===== config.mk =====
export PLATFORM = sky130hd
export DESIGN_NAME = obb_bound
export DESIGN_NICKNAME = d
export VERILOG_FILES = /design/src/sv/obb_to_aabb_assert.svh /design/src/sv/obb_pkg.sv /design/src/sv/obb_bound.sv
export SDC_FILE = /design/constraint.sdc
export NUM_CORES = 1
export LEC_CHECK = 0
export ABC_AREA = 1
export BUFFER_PORTS_ARGS = -buffer_cell sky130_fd_sc_hd__buf_2
export CORE_MARGIN = 4
export CORE_UTILIZATION = 50
export CTS_CLUSTER_DIAMETER = 80
export CTS_CLUSTER_SIZE = 30
export DETAILED_ROUTE_END_ITERATION = 8
export GPL_ROUTABILITY_DRIVEN = 0
export PLACE_DENSITY_LB_ADDON = 0.1
export REMOVE_ABC_BUFFERS = 1
export SYNTH_ARGS = -nofsm -noshare
export SYNTH_HDL_FRONTEND = slang
export SYNTH_SLANG_ARGS = --single-unit

===== constraint.sdc =====
create_clock -name clk -period 0.8 [get_ports clk]
set_clock_uncertainty 0.05 [all_clocks]
set_input_delay 0.16 -clock clk [delete_from_list [all_inputs] [get_ports clk]]
set_output_delay 0.16 -clock clk [all_outputs]
set_load 0.05 [all_outputs]

===== src/sv/obb_to_aabb_assert.svh =====
// assertion macros for the obb_to_aabb block
`ifndef OBB_TO_AABB_ASSERT_SVH
`define OBB_TO_AABB_ASSERT_SVH

`ifndef SYNTHESIS

// pre holds at an edge, post holds at the same edge
`define OBB_ASSERT_IMP(label, clk, rst_n, pre, post) \
    label: assert property (@(posedge clk) disable iff (!rst_n) (pre) |-> (post)) \
        else $error("obb_to_aabb assertion failed");

// pre holds at an edge, post holds after a delay given by the n argument
`define OBB_ASSERT_DLY(label, clk, rst_n, pre, n, post) \
    label: assert property (@(posedge clk) disable iff (!rst_n) (pre) |-> ##n (post)) \
        else $error("obb_to_aabb assertion failed");

`else

`define OBB_ASSERT_IMP(label, clk, rst_n, pre, post)
`define OBB_ASSERT_DLY(label, clk, rst_n, pre, n, post)

`endif

`endif


===== src/sv/obb_pkg.sv =====
`timescale 1ns / 1ps

package obb_pkg;

    localparam int COORD_BITS     = 32;
    localparam int QUAT_FRAC_BITS = 14;
    localparam int QUAT_W         = QUAT_FRAC_BITS + 2;
    localparam int HALF_W         = COORD_BITS - 1;

    // rotation magnitudes: 16 fraction bits, capped at 1.0
    localparam int MAT_FRAC  = 16;
    localparam int MAT_W     = MAT_FRAC + 1;
    localparam int MAT_SHIFT = 2 * QUAT_FRAC_BITS - MAT_FRAC;

    localparam int PROD_W  = 2 * QUAT_W;
    localparam int ELEM_W  = 2 * QUAT_FRAC_BITS + 4;
    localparam int SCALE_W = HALF_W + MAT_W;
    localparam int SUM_W   = HALF_W + 2;
    localparam int BND_W   = SUM_W + 2;

    // register stages from start to done
    localparam int PIPE_LAT = 6;

    typedef struct packed {
        logic signed [COORD_BITS-1:0] centre_x;
        logic signed [COORD_BITS-1:0] centre_y;
        logic signed [COORD_BITS-1:0] centre_z;
        logic        [HALF_W-1:0]     half_x;
        logic        [HALF_W-1:0]     half_y;
        logic        [HALF_W-1:0]     half_z;
        logic signed [QUAT_W-1:0]     quat_w;
        logic signed [QUAT_W-1:0]     quat_x;
        logic signed [QUAT_W-1:0]     quat_y;
        logic signed [QUAT_W-1:0]     quat_z;
    } box_t;

    typedef struct packed {
        logic signed [COORD_BITS-1:0] min_x;
        logic signed [COORD_BITS-1:0] min_y;
        logic signed [COORD_BITS-1:0] min_z;
        logic signed [COORD_BITS-1:0] max_x;
        logic signed [COORD_BITS-1:0] max_y;
        logic signed [COORD_BITS-1:0] max_z;
    } aabb_t;

    typedef struct packed {
        logic [2:0][COORD_BITS-1:0] centre;
        logic [2:0][HALF_W-1:0]     half;
    } side_t;

    typedef struct packed {
        side_t                      side;
        logic [2:0][2:0][MAT_W-1:0] mag;
    } mat_beat_t;

    typedef struct packed {
        logic [2:0][COORD_BITS-1:0] centre;
        logic [2:0][SUM_W-1:0]      sum;
    } ext_beat_t;

endpackage


===== src/sv/obb_bound.sv =====
`timescale 1ns / 1ps

module obb_bound
(
    input  logic               clk,
    input  logic               rst_n,
    input  logic               in_valid,
    input  obb_pkg::ext_beat_t ext_beat,
    output logic               out_valid,
    output obb_pkg::aabb_t     aabb
);
    import obb_pkg::*;

    localparam logic signed [BND_W-1:0] SAT_HI = (BND_W'(1) <<< (COORD_BITS - 1)) - 1;
    localparam logic signed [BND_W-1:0] SAT_LO = -SAT_HI - 1;

    function automatic logic [COORD_BITS-1:0] sat(input logic signed [BND_W-1:0] v);
        logic signed [BND_W-1:0] r;
        r = v;
        if (v > SAT_HI)
        begin
            r = SAT_HI;
        end
        else if (v < SAT_LO)
        begin
            r = SAT_LO;
        end
        return r[COORD_BITS-1:0];
    endfunction

    logic  f_valid_reg;
    aabb_t f_aabb_reg;
    aabb_t f_aabb_next;

    logic signed [BND_W-1:0] ctr [3];
    logic signed [BND_W-1:0] ext [3];
    logic        [COORD_BITS-1:0] lo_sat [3];
    logic        [COORD_BITS-1:0] hi_sat [3];

    always_comb
    begin
        for (int i = 0; i < 3; i++)
        begin
            ctr[i]    = BND_W'($signed(ext_beat.centre[i]));
            ext[i]    = $signed({{(BND_W-SUM_W){1'b0}}, ext_beat.sum[i]});
            lo_sat[i] = sat(ctr[i] - ext[i]);
            hi_sat[i] = sat(ctr[i] + ext[i]);
        end
        f_aabb_next.min_x = lo_sat[0];
        f_aabb_next.min_y = lo_sat[1];
        f_aabb_next.min_z = lo_sat[2];
        f_aabb_next.max_x = hi_sat[0];
        f_aabb_next.max_y = hi_sat[1];
        f_aabb_next.max_z = hi_sat[2];
    end

    always_ff @(posedge clk or negedge rst_n)
    begin
        if (!rst_n)
        begin
            f_valid_reg <= 1'b0;
        end
        else
        begin
            f_valid_reg <= in_valid;
        end
    end

    always_ff @(posedge clk)
    begin
        f_aabb_reg <= f_aabb_next;
    end

    assign out_valid = f_valid_reg;
    assign aabb      = f_aabb_reg;

endmodule


==> results.yml, run 1 <==
status:
  status: "did not finish"
  stop_stage: "5_1_grt"
  firstError: "[ERROR GRT-0232] Routing congestion too high. Check the congestion heatmap in the GUI."
yosys:
  avgSynthCellArea_sq_um: 6.02
  synth_warnings: 0
  synth_edf_count: 0
  synth.ff_latch_count: 193
  netlist_area_sq_mm: 0.0191
  synth_async_sr_flop_share_pct: 0.518
  synth-main-ff-cell: "dfxtp_1"
  ys_seq_area_share_pct: 20.3
  syn_inst: 3165
  yosysUniqueCellTypes: 43
place:
  dpl_cell_area_sq_mm: 0.0276
  placedCellCount: 4820
  dp_hpwl_mm: 60.6
  port_buffers: 390
clock_tree:
  numClockSinks: 193
  cts_buffer_depth: 2
  cts-buffers-inserted: 17
  cts-htree-levels: 4
  clockRootBuffer: "clkbuf_16"
floorplan:
  start_util_pct: 50.6
  io_pins: 391
  die_w_um: 203
  die_h_um: 203
  rows: 71
timing:
  worst_endpoint: "aabb[56]$_SDFF_PN1_/D"
  endpoint_type: "register input"
global_route:
  grt_max_degree: 32
  overflow: 226
  grtUsageTotal_pct: 73.2
cell families after synthesis:
logic type,share of synthesized area [%]
AND/OR/NAND/NOR,35.2
buffers and inverters,12.2
AO/OA/AOI/OAI,11.4
adder cells (fa/ha/maj),13.8
flip-flops,20.3
XOR/XNOR,7.13
Yosys cell counts, types with 8 or more instances:
master	n	area, sq um
a31oi_1	17	106
o21bai_1	55	413
clkbuf_2	8	40.0
ha_1	201	2510
xor2_1	139	1220
nand4_1	12	75.1
o21ai_0	67	335
nor2_1	292	1100
a21oi_1	207	1040
xnor2_1	13	114
nor3_1	63	315
nand3_1	121	606
nor2_2	10	62.6
dfxtp_1	192	3840
inv_1	438	1640
buf_2	55	275
nand2_2	16	100
buf_4	18	135
nand2_1	1139	4280
buf_6	14	158
inv_2	21	78.8
timing repair:
| action | CTS |
|---|---|
| pin swaps | 86 |
| hold endpoints to repair | 2 |
| gates cloned | 14 |
| buffers inserted | 61 |
| setup endpoints to repair | 385 |
| hold buffers | 3 |
| resized for setup | 591 |
through the flow:
| step | TNS, ps | hold slack (ps) | util (%) | setup slack, ps |
|---|---|---|---|---|
| 2_1_floorplan | -279840 | -186 | - | -1590 |
| 4_1_cts | -286170 | 9.77 | 83.6 | -1080 |
| 3_5_place_dp | -315580 | -114 | 73.3 | -1740 |
| 3_3_place_gp | -304470 | -115 | 73.3 | -1640 |
metal layers:
metal,GRT overflow,GRT usage (%)
met5,0,20.0
met1,3,71.5
met3,3,56.6
met2,141,93.2
met4,79,72.8
==> run 2, diff against run 1 <==
CORE_UTILIZATION = 35   (was 50)
CTS_CLUSTER_DIAMETER = unset   (was 80)
CTS_CLUSTER_SIZE = unset   (was 30)
PLACE_DENSITY_LB_ADDON = 0.15   (was 0.1)
==> results.yml, run 2 <==
route:
  postRouteAntennaNets: 0
  wl_per_cell_um: 16.5
  wl_met3_mm: 4.20
  drc: 0
  dr_total_vias: 24800
  drt_wl_total_mm: 85.7
  routed.top_layer: "met4"
  route.met2.wl_mm: 42.3
  drt-initial-drc-count: 1230
  drt-vias-per-instance: 4.80
  first_pass_iters: 7
  m1WireLength_mm: 35.3
yosys:
  syn_inst: 3165
  synth-main-ff-cell: "dfxtp_1"
  avgSynthCellArea_sq_um: 6.02
  synth.top_cell.area_share_pct: 22.4
  netlist_area_sq_mm: 0.0191
  synth_common_cells: "1139 x nand2_1, 438 x inv_1, 292 x nor2_1, 207 x a21oi_1, 201 x ha_1"
  synthTopCellsByArea: "nand2_1 22%, dfxtp_1 20%, ha_1 13%"
  synth_async_sr_flop_share_pct: 0.518
  yosysMostFrequentCell: "nand2_1"
  synth_area_leader_cell: "nand2_1"
  ys_seq_area_share_pct: 20.3
  synth.ff_latch_count: 193
  synth_edf_count: 0
  synth_warnings: 0
  yosysUniqueCellTypes: 43
timing:
  hold_viol: 0
  relSlewSlack_pct: 68.0
  holdWs_ps: 36.2
  maxSlewViolCount: 0
  timing.fmax_mhz: 515
  setup_viol: 385
  timing.final.crit_period_ps: 1940
  fin_crit_sh_pct: 243
  worst_slack_ps: -1140
  worst_slew_pin_slew_ps: 474
  rsz0062_at_grt: "yes"
worst_setup_path:
  cp-start-kind: "input port"
  critPathCaptureType: "register"
  crit_path_max_fanout: 6
  crit_required_ps: 1120
  arrival_ps: 2260
  worstSetupPathType: "in2reg"
global_route:
  grt_max_degree: 32
  grt_antenna_before_repair: 1
  overflow: 0
  grt_pass1_vias: 23900
  grt_pass1_wl_mm: 124
  grtUsageTotal_pct: 26.7
flow_run:
  max-cap-violations: 0
final_layout:
  layout_common_cells: "906 x buf_4, 733 x nand2_1, 343 x nand2_2"
  largest_register_ffs: 192
  finish.net_count: 4876
  layout_commonest_cell: "buf_4"
  fill_cells: 4617
  syn_to_final_growth_pct: 84.3
  post_route_cells_drive_above_1_share_pct: 54.3
pwr:
  power_leakage_uw: 0.0182
  powerDensity_mw_per_mm2: 1680
  p_total_uw: 59200
  ir_worst_vdd_uv: 1570
floorplan:
  rows: 85
  io_pins: 391
  start_util_pct: 35.4
  dieArea_sq_mm: 0.0583
  die_w_um: 241
  core_area_sq_mm: 0.0539
  die_h_um: 241
clock_tree:
  clockRootBuffer: "clkbuf_16"
  numClockSinks: 193
  cts_tree: "yes"
  cts-buffers-inserted: 17
  cts_buffer_depth: 2
  clkTransAtPathRegs_ps: 80
  cts-htree-levels: 4
place:
  dp_worst_setup_slack_ps: -1750
  dp_hpwl_mm: 64.0
  port_buffers: 390
min_path:
  holdPathStages: 5
  holdPathEnd: "aabb[96]"
  min-delay-start: "ext_beat[66]"
  min_path_type: "in2reg"
status:
  status: "finished with violations"
  failed_checks: "setup timing"
==> run 2: cell counts after synthesis <==
No cell type changed its count.
==> run 2: worst max path at each step <==
| stage | start | endpoint | slack [ps] | cells past startpoint |
|---|---|---|---|---|
| floorplan | ext_beat[131] | aabb[128] | -1590 | 16 |
| global placement | ext_beat[131] | aabb[137] | -1740 | 18 |
| detailed placement | ext_beat[162] | aabb[62] | -1750 | 16 |
| CTS | ext_beat[131] | aabb[149] | -1050 | 23 |
| global route | ext_beat[131] | aabb[139] | -1220 | 22 |
| finish | ext_beat[131] | aabb[149] | -1140 | 19 |
==> run 2: kinds of logic (layout without fill, tap and decap cells) <==
| logic type | count (synthesis) | after routing | share of synthesized area, % |
|---|---|---|---|
| xor+xnor | 153 | 153 | 7.13 |
| fa+ha+maj | 207 | 207 | 13.8 |
| flops | 193 | 193 | 20.3 |
| other cells | 0 | 1 | 0 |
| buf+inv | 554 | 1872 | 12.2 |
| simple gates | 1676 | 1676 | 35.2 |
| compound gates | 382 | 382 | 11.4 |
==> run 2: what timing repair did <==
action                                  in CTS  in global routing
hold buffers                                 3                  0
gates cloned                                14                 17
pin swaps                                   94                339
setup buffers                               72                 71
resized for setup                          569                841
endpoints found under the hold margin        3                  0
endpoints found under the setup margin     385                385
==> run 2: layout make-up <==
type / instances / area [sq um] / share of cell area, %
Antenna cell: 1 / 2.50 / 0.00712
Multi-Input combinational cell: 2418 / 17300 / 49.4
Sequential cell: 193 / 3870 / 11.0
Clock inverter: 11 / 121 / 0.345
Timing Repair Buffer: 1382 / 10700 / 30.3
Inverter: 459 / 1800 / 5.13
Clock buffer: 20 / 467 / 1.33
Tap cell: 696 / 871 / 2.48
==> run 2: through the flow <==
| step | TNS, ps | cell area, sq um | cells | utilization [%] |
|---|---|---|---|---|
| 2_1_floorplan | -279840 | 18500 | 3070 | - |
| 3_3_place_gp | -315620 | 27900 | 4987 | 51.7 |
| 3_5_place_dp | -318180 | 27900 | 4987 | 51.7 |
| 4_1_cts | -281340 | 31600 | 5105 | 58.7 |
| 5_1_grt | -317940 | 35100 | 5180 | 65.2 |
| 6_report | -293170 | 35100 | 5180 | 65.2 |
==> run 2: layer usage <==
layer / GRT usage [%] / up-vias
li1: - / 12400
met1: 32.7 / 11500
met2: 47.5 / 726
met3: 3.55 / 189
met4: 10.7 / 0
met5: 0 / -
==> run 2: report_power, final <==
group          total (uW)  switching, uW  internal [uW]
clock network        8870           4270           4600
logic               37800          22800          15000
registers           12500            826          11700
total               59200          27900          31300
==> run 2: worst max-delay path, stage by stage <==
cell,delay [ps]
buf_8,100
inv_4,50
ha_4,150
inv_4,40
fa_2,400
nand3_2,100
nand2_4,80
a21oi_4,180
o21ai_2,100
nand2_2,110
nand2_2,70
nand2_2,60
nand2_2,70
nand2_2,110
nand2_4,90
buf_12,150
buf_12,140
nand2_2,50
nand2_1,40
Note: power is estimated with default switching activity, not from simulation.
